--- config.mk ---
export PLATFORM = sky130hd
export DESIGN_NAME = integer_partition_generator
export DESIGN_NICKNAME = d
export VERILOG_FILES = /design/src/hw/rtl/ipg_pkg.sv /design/src/hw/rtl/ipg_mem.sv /design/src/hw/rtl/ipg_out.sv /design/src/hw/rtl/ipg_ctrl.sv /design/src/hw/rtl/integer_partition_generator.sv
export SDC_FILE = /design/constraint.sdc
export NUM_CORES = 1
export LEC_CHECK = 0
export BUFFER_PORTS_ARGS = -buffer_cell sky130_fd_sc_hd__buf_2
export CAP_MARGIN = 15
export CORE_ASPECT_RATIO = 2
export CORE_MARGIN = 4
export CORE_UTILIZATION = 38
export DETAILED_ROUTE_END_ITERATION = 16
export GPL_ROUTABILITY_DRIVEN = 0
export PLACE_DENSITY = 0.52
export SLEW_MARGIN = 10
export SYNTH_ARGS = -nofsm -noshare
export SYNTH_HDL_FRONTEND = slang
export SYNTH_HIERARCHICAL = 1
export SYNTH_SLANG_ARGS = --single-unit
--- constraint.sdc ---
create_clock -name clk -period 7.15 [get_ports clk]
set_input_delay 0.3575 -clock clk [delete_from_list [all_inputs] [get_ports clk]]
set_output_delay 0.3575 -clock clk [all_outputs]
set_load 0.05 [all_outputs]
--- src/hw/rtl/ipg_pkg.sv ---
// Package: shared constants, controller states and the result record.
package ipg_pkg;

    localparam int MAX_PARTS_DEF = 16;
    localparam int IN_W          = 5;
    localparam int OUT_W         = 5;

    typedef enum logic [2:0] {
        S_IDLE,
        S_SCAN_RD,
        S_SCAN_CHK,
        S_FILL,
        S_EMIT_RD,
        S_EMIT_WR,
        S_DONE
    } ipg_state_t;

    typedef struct packed {
        logic [OUT_W-1:0] value;
        logic [OUT_W-1:0] position;
        logic             last;
        logic             done;
    } ipg_res_t;

endpackage

--- src/hw/rtl/ipg_mem.sv ---
// Parts memory: one write port and one read port with registered read data.
module ipg_mem #(
    parameter int DEPTH = 16,
    parameter int AW    = 4,
    parameter int DW    = 5
) (
    input  logic          clk,
    input  logic          we,
    input  logic [AW-1:0] waddr,
    input  logic [DW-1:0] wdata,
    input  logic          re,
    input  logic [AW-1:0] raddr,
    output logic [DW-1:0] rdata
);

    logic [DW-1:0] mem_reg [DEPTH];
    logic [DW-1:0] rdata_reg;

    always_ff @(posedge clk)
    begin
        if (we)
        begin
            mem_reg[waddr] <= wdata;
        end
        if (re)
        begin
            rdata_reg <= mem_reg[raddr];
        end
    end

    assign rdata = rdata_reg;

endmodule

--- src/hw/rtl/ipg_out.sv ---
// Output register stage: holds one result until the downstream side takes it.
module ipg_out (
    input  logic                    clk,
    input  logic                    rst_n,
    input  logic                    load,
    input  ipg_pkg::ipg_res_t       res,
    input  logic                    out_stall,
    output logic                    out_valid,
    output logic [ipg_pkg::OUT_W-1:0] part_value,
    output logic [ipg_pkg::OUT_W-1:0] part_position,
    output logic                    last_part,
    output logic                    done_res,
    output logic                    free
);

    import ipg_pkg::*;

    logic     valid_reg;
    logic     valid_next;
    ipg_res_t res_reg;

    assign free       = !valid_reg || !out_stall;
    assign valid_next = load ? 1'b1 : (valid_reg && out_stall);

    always_ff @(posedge clk or negedge rst_n)
    begin
        if (!rst_n)
        begin
            valid_reg <= 1'b0;
        end
        else
        begin
            valid_reg <= valid_next;
        end
    end

    always_ff @(posedge clk)
    begin
        if (load)
        begin
            res_reg <= res;
        end
    end

    assign out_valid     = valid_reg;
    assign part_value    = res_reg.value;
    assign part_position = res_reg.position;
    assign last_part     = res_reg.last;
    assign done_res      = res_reg.done;

endmodule

--- src/hw/rtl/ipg_ctrl.sv ---
// Sequencer: scans, refills and reads out the partition held in the parts memory.
module ipg_ctrl #(
    parameter int MAX_PARTS = ipg_pkg::MAX_PARTS_DEF,
    parameter int VW        = $clog2(MAX_PARTS + 1),
    parameter int IW        = (MAX_PARTS > 1) ? $clog2(MAX_PARTS) : 1
) (
    input  logic                     clk,
    input  logic                     rst_n,
    input  logic                     in_valid,
    output logic                     in_stall,
    input  logic                     restart,
    input  logic [ipg_pkg::IN_W-1:0] n_value,
    output logic                     mem_we,
    output logic [IW-1:0]            mem_waddr,
    output logic [VW-1:0]            mem_wdata,
    output logic                     mem_re,
    output logic [IW-1:0]            mem_raddr,
    input  logic [VW-1:0]            mem_rdata,
    input  logic                     out_free,
    output logic                     out_load,
    output ipg_pkg::ipg_res_t        out_res
);

    import ipg_pkg::*;

    localparam int NW = (VW > IN_W) ? VW : IN_W;
    localparam logic [VW-1:0] MAX_V = VW'(MAX_PARTS);
    localparam logic [VW-1:0] ONE_V = VW'(1);

    ipg_state_t    state_reg;
    ipg_state_t    state_next;
    logic [VW-1:0] count_reg;
    logic [VW-1:0] count_next;
    logic [VW-1:0] scan_reg;
    logic [VW-1:0] scan_next;
    logic [VW-1:0] k_reg;
    logic [VW-1:0] k_next;
    logic [VW-1:0] v_reg;
    logic [VW-1:0] v_next;
    logic [VW-1:0] rem_reg;
    logic [VW-1:0] rem_next;
    logic          finished_reg;
    logic          finished_next;

    logic          accept;
    logic [NW-1:0] n_wide;
    logic [VW-1:0] n_sat;
    logic          n_zero;
    logic [VW-1:0] scan_m1;
    logic [VW-1:0] k_p1;
    logic          is_last;
    logic          part_big;
    logic          room;

    assign accept   = (state_reg == S_IDLE) && in_valid;
    assign n_wide   = NW'(n_value);
    assign n_sat    = (n_wide > NW'(MAX_PARTS)) ? MAX_V : VW'(n_wide);
    assign n_zero   = (n_value == '0);
    assign scan_m1  = scan_reg - ONE_V;
    assign k_p1     = k_reg + ONE_V;
    assign is_last  = (k_p1 == count_reg);
    assign part_big = (mem_rdata > ONE_V);
    assign room     = (count_reg < MAX_V);

    // Next state.
    always_comb
    begin
        state_next = state_reg;
        case (state_reg)
            S_IDLE:
            begin
                if (accept)
                begin
                    if (restart)
                    begin
                        state_next = n_zero ? S_DONE : S_EMIT_RD;
                    end
                    else
                    begin
                        state_next = finished_reg ? S_DONE : S_SCAN_RD;
                    end
                end
            end
            S_SCAN_RD:
            begin
                state_next = (scan_reg == '0) ? S_DONE : S_SCAN_CHK;
            end
            S_SCAN_CHK:
            begin
                state_next = part_big ? S_FILL : S_SCAN_RD;
            end
            S_FILL:
            begin
                if (!room || (rem_reg < v_reg && rem_reg == '0))
                begin
                    state_next = S_EMIT_RD;
                end
                else if (rem_reg < v_reg)
                begin
                    state_next = S_EMIT_RD;
                end
            end
            S_EMIT_RD:
            begin
                state_next = S_EMIT_WR;
            end
            S_EMIT_WR:
            begin
                if (out_free)
                begin
                    state_next = is_last ? S_IDLE : S_EMIT_RD;
                end
            end
            S_DONE:
            begin
                if (out_free)
                begin
                    state_next = S_IDLE;
                end
            end
            default:
            begin
                state_next = S_IDLE;
            end
        endcase
    end

    // Datapath registers.
    always_comb
    begin
        count_next    = count_reg;
        scan_next     = scan_reg;
        k_next        = k_reg;
        v_next        = v_reg;
        rem_next      = rem_reg;
        finished_next = finished_reg;
        case (state_reg)
            S_IDLE:
            begin
                if (accept)
                begin
                    k_next    = '0;
                    scan_next = count_reg;
                    if (restart)
                    begin
                        finished_next = n_zero;
                        count_next    = n_zero ? '0 : ONE_V;
                    end
                end
            end
            S_SCAN_RD:
            begin
                if (scan_reg == '0)
                begin
                    finished_next = 1'b1;
                end
            end
            S_SCAN_CHK:
            begin
                if (part_big)
                begin
                    // The freed units are the trailing ones plus the unit taken off.
                    v_next     = mem_rdata - ONE_V;
                    rem_next   = count_reg - scan_reg + ONE_V;
                    count_next = scan_reg;
                end
                else
                begin
                    scan_next = scan_m1;
                end
            end
            S_FILL:
            begin
                if (room && rem_reg >= v_reg)
                begin
                    count_next = count_reg + ONE_V;
                    rem_next   = rem_reg - v_reg;
                end
                else if (room && rem_reg != '0)
                begin
                    count_next = count_reg + ONE_V;
                    rem_next   = '0;
                end
            end
            S_EMIT_WR:
            begin
                if (out_free && !is_last)
                begin
                    k_next = k_p1;
                end
            end
            default:
            begin
            end
        endcase
    end

    // Outputs: handshake, memory control and the result record.
    always_comb
    begin
        in_stall         = (state_reg != S_IDLE);
        mem_we           = 1'b0;
        mem_waddr        = '0;
        mem_wdata        = '0;
        mem_re           = 1'b0;
        mem_raddr        = '0;
        out_load         = 1'b0;
        out_res.value    = '0;
        out_res.position = '0;
        out_res.last     = 1'b1;
        out_res.done     = 1'b1;
        case (state_reg)
            S_IDLE:
            begin
                if (accept && restart && !n_zero)
                begin
                    mem_we    = 1'b1;
                    mem_wdata = n_sat;
                end
            end
            S_SCAN_RD:
            begin
                mem_re    = (scan_reg != '0);
                mem_raddr = scan_m1[IW-1:0];
            end
            S_SCAN_CHK:
            begin
                mem_we    = part_big;
                mem_waddr = scan_m1[IW-1:0];
                mem_wdata = mem_rdata - ONE_V;
            end
            S_FILL:
            begin
                mem_we    = room && (rem_reg != '0);
                mem_waddr = count_reg[IW-1:0];
                mem_wdata = (rem_reg >= v_reg) ? v_reg : rem_reg;
            end
            S_EMIT_RD:
            begin
                mem_re    = 1'b1;
                mem_raddr = k_reg[IW-1:0];
            end
            S_EMIT_WR:
            begin
                out_load         = out_free;
                out_res.value    = OUT_W'(mem_rdata);
                out_res.position = OUT_W'(k_p1);
                out_res.last     = is_last;
                out_res.done     = 1'b0;
            end
            S_DONE:
            begin
                out_load = out_free;
            end
            default:
            begin
            end
        endcase
    end

    always_ff @(posedge clk or negedge rst_n)
    begin
        if (!rst_n)
        begin
            state_reg    <= S_IDLE;
            count_reg    <= '0;
            finished_reg <= 1'b1;
        end
        else
        begin
            state_reg    <= state_next;
            count_reg    <= count_next;
            finished_reg <= finished_next;
        end
    end

    always_ff @(posedge clk)
    begin
        scan_reg <= scan_next;
        k_reg    <= k_next;
        v_reg    <= v_next;
        rem_reg  <= rem_next;
    end

endmodule

--- src/hw/rtl/integer_partition_generator.sv ---
// Integer partition generator: enumerates the partitions of n in reverse
// lexicographic order, one part per result. A request with restart set loads
// n_value (saturated to MAX_PARTS) and returns the single part n, or one done
// result if n is zero; each request without restart returns the next
// partition, or one done result once none is left. Requests are taken one at
// a time; a new one is taken while the final result of the previous one still
// waits in the output register. An advance scans back over the trailing parts,
// refills and then emits every part in order; every read goes through the
// single read port of the parts memory, whose read data is registered.
module integer_partition_generator #(
    parameter int MAX_PARTS = ipg_pkg::MAX_PARTS_DEF
) (
    input  logic                      clk,
    input  logic                      rst_n,
    input  logic                      in_valid,
    output logic                      in_stall,
    input  logic                      restart,
    input  logic [ipg_pkg::IN_W-1:0]  n_value,
    output logic                      out_valid,
    input  logic                      out_stall,
    output logic [ipg_pkg::OUT_W-1:0] part_value,
    output logic [ipg_pkg::OUT_W-1:0] part_position,
    output logic                      last_part,
    output logic                      done_res
);

    import ipg_pkg::*;

    localparam int VW = $clog2(MAX_PARTS + 1);
    localparam int IW = (MAX_PARTS > 1) ? $clog2(MAX_PARTS) : 1;

    logic          mem_we;
    logic [IW-1:0] mem_waddr;
    logic [VW-1:0] mem_wdata;
    logic          mem_re;
    logic [IW-1:0] mem_raddr;
    logic [VW-1:0] mem_rdata;
    logic          out_free;
    logic          out_load;
    ipg_res_t      out_res;

    ipg_ctrl #(
        .MAX_PARTS (MAX_PARTS),
        .VW        (VW),
        .IW        (IW)
    ) u_ctrl (
        .clk       (clk),
        .rst_n     (rst_n),
        .in_valid  (in_valid),
        .in_stall  (in_stall),
        .restart   (restart),
        .n_value   (n_value),
        .mem_we    (mem_we),
        .mem_waddr (mem_waddr),
        .mem_wdata (mem_wdata),
        .mem_re    (mem_re),
        .mem_raddr (mem_raddr),
        .mem_rdata (mem_rdata),
        .out_free  (out_free),
        .out_load  (out_load),
        .out_res   (out_res)
    );

    ipg_mem #(
        .DEPTH (MAX_PARTS),
        .AW    (IW),
        .DW    (VW)
    ) u_mem (
        .clk   (clk),
        .we    (mem_we),
        .waddr (mem_waddr),
        .wdata (mem_wdata),
        .re    (mem_re),
        .raddr (mem_raddr),
        .rdata (mem_rdata)
    );

    ipg_out u_out (
        .clk           (clk),
        .rst_n         (rst_n),
        .load          (out_load),
        .res           (out_res),
        .out_stall     (out_stall),
        .out_valid     (out_valid),
        .part_value    (part_value),
        .part_position (part_position),
        .last_part     (last_part),
        .done_res      (done_res),
        .free          (out_free)
    );

endmodule

==> impl_metrics.toml, run 1 <==
[synthesis]
ys_seq_elements = 127
yosysTopAreaCell = "edfxtp_1"
syn_area_per_cell_um2 = 13.7
synth_edf_count = 117
seq_area_frac_synth = 0.612
synthFlopType = "edfxtp_1"
synth_nets = 478
synth_top_area_share = 0.571
synthArstFlopShare = 0.0787
yosysMostFrequentCell = "edfxtp_1"
yosys_warnings = 6
synth_common_cells = "edfxtp_1, nor2_1, nand2_1, inv_1, mux4_2"
synth.cell_area_um2 = 6150
ys_types = 62
synthCells = 449
synth_area_leaders = "edfxtp_1, mux4_2, dfrtp_1, ha_1, nor2_1"

[placement]
placement.io_buffers = 23
place_inst = 666
hpwl_um = 11400

[min_path]
hold_path_class = "primary input to register"

[timing]
tightest_slew_ps = 1150
totalNegativeSetupSlack_ps = 0
drv_slew = 0
final_hold_viol_count = 0
rsz0062_at_grt = "no"
period_needed_ps = 3310
max_freq_ghz = 0.302
maxSlewHeadroom = 0.226
skew_ps = 5.19
setup_viol = 0
period_share = 0.463

[clock_tree]
clk_pin_slew_ps = 50
root_buffer = "clkbuf_16"
postCtsSetupBuffers = 0
clock_latency_ps = 420
cts_tree = "built"
cts_buffers = 17
ctsResizeCount = 0
cts_buffer_depth = 2
hold_buffers = 1
h-tree-depth = 4
cts_sinks = 127

[worst_setup_path]
crit_path_max_incr_delay_ps = 740
worstSetupStartpointType = "register"
crit_path_end_kind = "register"
path_cells = "nand2_1 -> nor2_1 -> nor2_1 -> nand2_1 -> or3b_2 -> nor3_1"
critical-path-top-delay-family = "simple AND/OR/NAND/NOR gates"
cpMaxStageDelayCell = "dfrtp_1"
critPathKind = "register to register"
critPathBufInv = 0
worstPathMaxFanout = 20
cp_data_arrival_time_ps = 3360
cp.required_ps = 7200

[die]
initial_core_util = 0.388
row_count = 65
io_pins = 24
placeableCoreArea_um2 = 15900
dieHeight_um = 188
die_w_um = 98.0
die_area_um2 = 18400

[cells_and_area]
multi_input_area_um2 = 2220
largest_register_ffs = 80
utilization = 0.443
n_antenna_cell = 0
fin_cells = 699
nets = 514
fillers = 1446
seq_area_um2 = 3760
area_growth_pct = 14.3
drive_gt1_frac = 0.195

[grt]
grt_max_degree = 21
grt-ovfl-total = 0
grt_pass1_wl_um = 23400
grt_pass1_vias = 4154
antenna_found_initial = 0
grt.total_usage = 0.172

[drt]
route.vias.total = 3796
remaining_drc_errors = 0
drt.antenna.violating_nets = 0
drt_wl_total_um = 14900
viasPerCell = 5.43
wire_per_inst_um = 21.2
drtPass1Iterations = 6
drt-initial-drc-count = 158

[pwr]
total_leakage_power_nw = 2.53
vdd_ir_drop_max_uv = 209
p_per_area_nw_per_um2 = 466

[flow_run]
drv_cap = 0

[status]
status = "completed"
==> through the flow <==
| stage | area [um^2] | hold slack (ps) | setup WS, ps | total power, mW |
|---|---|---|---|---|
| 6_report | 7030 | 166 | 3840 | 3.27 |
| 5_1_grt | 7030 | 160 | 3590 | 3.48 |
| 4_1_cts | 7030 | 150 | 3850 | 3.30 |
| 3_5_place_dp | 6500 | 268 | 3870 | 2.54 |
| 3_3_place_gp | 6500 | 264 | 3930 | 2.53 |
| 2_1_floorplan | 6150 | 61.9 | 4460 | 2.16 |
==> final cells by class <==
class,count,area share
inverter,22,0.0117
sequential,127,0.536
timing repair buffer,32,0.0263
multi-input combinational,285,0.316
clock inverter,15,0.0137
tap,201,0.0358
clock buffer,17,0.0605
==> kinds of logic (layout without fill, tap and decap cells) <==
family          count (synthesis)  in the layout  share of synthesized area
simple gates                  148            148                      0.117
compound gates                 63             63                     0.0728
xor+xnor                       24             24                     0.0366
mux                            31             31                     0.0938
fa+ha+maj                      19             19                     0.0411
flops                         127            127                      0.612
buf+inv                        37             86                     0.0270
==> worst reg2reg max path, delay by kind of cell, from the launching register on <==
| family | cells | cell delay, ps |
|---|---|---|
| AND/OR/NAND/NOR | 6 | 2200 |
| flip-flops | 1 | 740 |
==> per-layer routing <==
metal / GRT usage / wire (um) / up-vias
li1: - / - / 1749
met1: 0.149 / 4500 / 1880
met2: 0.342 / 9050 / 116
met3: 0.0320 / 488 / 51
met4: 0.110 / 805 / 0
met5: 0 / 0 / -
==> where the power goes <==
part | internal, mW | total [mW] | switching [mW]
sequential | 1.08 | 1.23 | 0.156
clock | 0.438 | 0.754 | 0.317
combinational | 0.496 | 1.29 | 0.793
==> final timing paths <==
path / startpoint / endpoint / slack, ps / depth (start not counted)
max: u_ctrl/state_reg[1] / u_mem/mem_reg[0][0] / 3840 / 6
min: out_stall / u_out/out_valid / 170 / 2
max reg2reg: u_ctrl/state_reg[1] / u_mem/mem_reg[0][0] / 3840 / 6
min reg2reg: u_out/out_valid / u_out/out_valid / 520 / 1
max in group asynchronous: rst_n / u_ctrl/finished_reg / 6500 / 2
min in group asynchronous: rst_n / u_out/out_valid / 360 / 2
==> placed cells by master, fill, tap and decap left out, types with 9 or more instances in the layout <==
cell	instances
a21oi_1	16
buf_2	23
clkbuf_16	17
dfrtp_1	9
edfxtp_1	117
ha_1	17
inv_1	21
mux4_2	20
nand2_1	32
nand3_1	16
nor2_1	50
nor3_1	11
xnor2_1	11
xor2_1	12
(Power assumes the default switching activity.)
==> inputs of run 2 (changes only) <==
==> constraint.sdc (replaced) <==
create_clock -name clk -period 3.05 [get_ports clk]
set_input_delay 0.1525 -clock clk [delete_from_list [all_inputs] [get_ports clk]]
set_output_delay 0.1525 -clock clk [all_outputs]
set_load 0.05 [all_outputs]
==> run 2 against run 1 <==
- sequential share of layout area is 1.7 points lower
- utilization is 1.5 points higher
- die area stayed put
- worst setup slack worse by 3600 ps
- clock skew is 3.2 ps higher
==> impl_metrics.toml, run 2 (synthesized netlist as in run 1, its figures left out) <==
[pwr]
total_power_mw = 8.12
pwr-share-comb = 0.390
p_per_area_nw_per_um2 = 1120
clockPowerShare = 0.255
netSwitchingFraction = 0.374
p_switching_mw = 3.03
vdd_ir_drop_max_uv = 535
power.internal_mw = 5.08
total_leakage_power_nw = 2.67
power_frac_seq = 0.355

[drt]
drtPass1Iterations = 4
drt_wl_total_um = 15100
route.vias.total = 3834
viasPerCell = 5.35
wire_per_inst_um = 21.1
remaining_drc_errors = 0
drt-initial-drc-count = 199
drt.antenna.violating_nets = 0

[die]
io_pins = 24
initial_core_util = 0.388
placeableCoreArea_um2 = 15900
row_count = 65
die_area_um2 = 18400
die_w_um = 98.0
dieHeight_um = 188

[worst_setup_path]
ff2ff_path_depth = 6
r2r_slack_ps = 270
cp_data_arrival_time_ps = 2840
cpMaxStageDelayCell = "dfrtp_1"
worstPathMaxFanout = 16
cp.required_ps = 3120
r2r_start = "u_ctrl/state_reg[2]"
path_cells = "nor3_2 -> nand3_2 -> or2_1 -> nand2_1 -> or3b_2 -> nor2_1"
critPathKind = "register to register"
critPathBufInv = 0
crit_path_end_kind = "register"
crit_path_max_incr_delay_ps = 540
worstSetupStartpointType = "register"
reg2reg_to = "u_mem/mem_reg[1][4]"
critical-path-top-delay-family = "simple AND/OR/NAND/NOR gates"

[clock_tree]
clk_pin_slew_ps = 60
clock_latency_ps = 410
h-tree-depth = 4
cts_sinks = 127
hold_buffers = 2
cts_buffer_depth = 2
root_buffer = "clkbuf_16"
ctsResizeCount = 0
cts_buffers = 17
cts_tree = "built"
postCtsSetupBuffers = 0

[grt]
grt_pass1_wl_um = 23000
grt_max_degree = 21
grt.total_usage = 0.169
grt-ovfl-total = 0
antenna_found_initial = 0
grt_pass1_vias = 4152

[cells_and_area]
fillers = 1439
final_common_cell = "edfxtp_1"
fin_cells = 717
drive_gt1_frac = 0.223
area_growth_pct = 18.1
largest_register_ffs = 80
utilization = 0.458
n_antenna_cell = 0
nets = 532
mostFrequentLayoutCells = "edfxtp_1, nor2_1, nand2_1, buf_4, buf_2"

[timing]
tightest_slew_ps = 725
totalNegativeSetupSlack_ps = 0
period_needed_ps = 2780
drv_slew = 0
hold_slack_ps = 106
skew_ps = 8.39
period_share = 0.911
final_hold_viol_count = 0
maxSlewHeadroom = 0.511
rsz0062_at_grt = "no"
setup_viol = 0
max_freq_ghz = 0.360

[min_path]
hold_depth = 3
hold_path_class = "primary input to register"
worstHoldStart = "restart"
holdPathEnd = "u_ctrl/finished_reg"

[flow_run]
drv_cap = 0

[status]
status = "completed"

[placement]
place_inst = 683
hpwl_um = 11600
placement.io_buffers = 23
run 2: worst max path at each step:
| stage | slack, ps | startpoint | end | depth (start not counted) |
|---|---|---|---|---|
| 2_1_floorplan | 360 | u_mem/rdata[0] | u_mem/mem_reg[0][0] | 8 |
| 3_3_place_gp | 280 | u_ctrl/state_reg[2] | u_mem/mem_reg[0][2] | 7 |
| 3_5_place_dp | 290 | u_ctrl/state_reg[2] | u_mem/mem_reg[2][1] | 6 |
| 4_1_cts | 280 | u_ctrl/state_reg[2] | u_mem/mem_reg[0][1] | 7 |
| 5_1_grt | 8 | u_ctrl/state_reg[0] | u_mem/mem_reg[9][1] | 6 |
| 6_report | 270 | u_ctrl/state_reg[2] | u_mem/mem_reg[1][4] | 6 |
run 2: tightest hold or removal path, stage by stage:
cell,delay [ps]
buf_2,140
nand3_2,130
a21boi_1,80
run 2: power by group through the flow:
| stage | Combinational [mW] | Sequential [mW] | Clock, mW |
|---|---|---|---|
| floorplan | 2.16 | 2.90 | 0 |
| global placement | 3.15 | 2.91 | 0 |
| detailed placement | 3.18 | 2.91 | 0 |
| CTS | 3.20 | 2.88 | 2.11 |
| global route | 3.46 | 2.92 | 2.18 |
| finish | 3.17 | 2.88 | 2.07 |
run 2: layout make-up:
class / instances / area (um^2) / share of cell area
clock buffers: 17 / 425 / 0.0586
inverters: 22 / 82.6 / 0.0114
clock inverters: 15 / 181 / 0.0250
well taps: 201 / 251 / 0.0346
repair buffers: 50 / 335 / 0.0462
flip-flops and latches: 127 / 3760 / 0.518
multi-input cells: 285 / 2220 / 0.306
run 2: routing by layer:
metal	global-route usage	wire length, um	up-vias
met5	0	0	-
met1	0.154	5040	1905
li1	-	-	1794
met4	0.0923	765	0
met2	0.334	8890	94
met3	0.0343	423	41
run 2: metrics by stage:
stage / setup WS, ps / cell area, um^2
2_1_floorplan: 363 / 6150
3_3_place_gp: 276 / 6640
3_5_place_dp: 289 / 6640
4_1_cts: 278 / 7260
5_1_grt: 8.31 / 7260
6_report: 271 / 7260
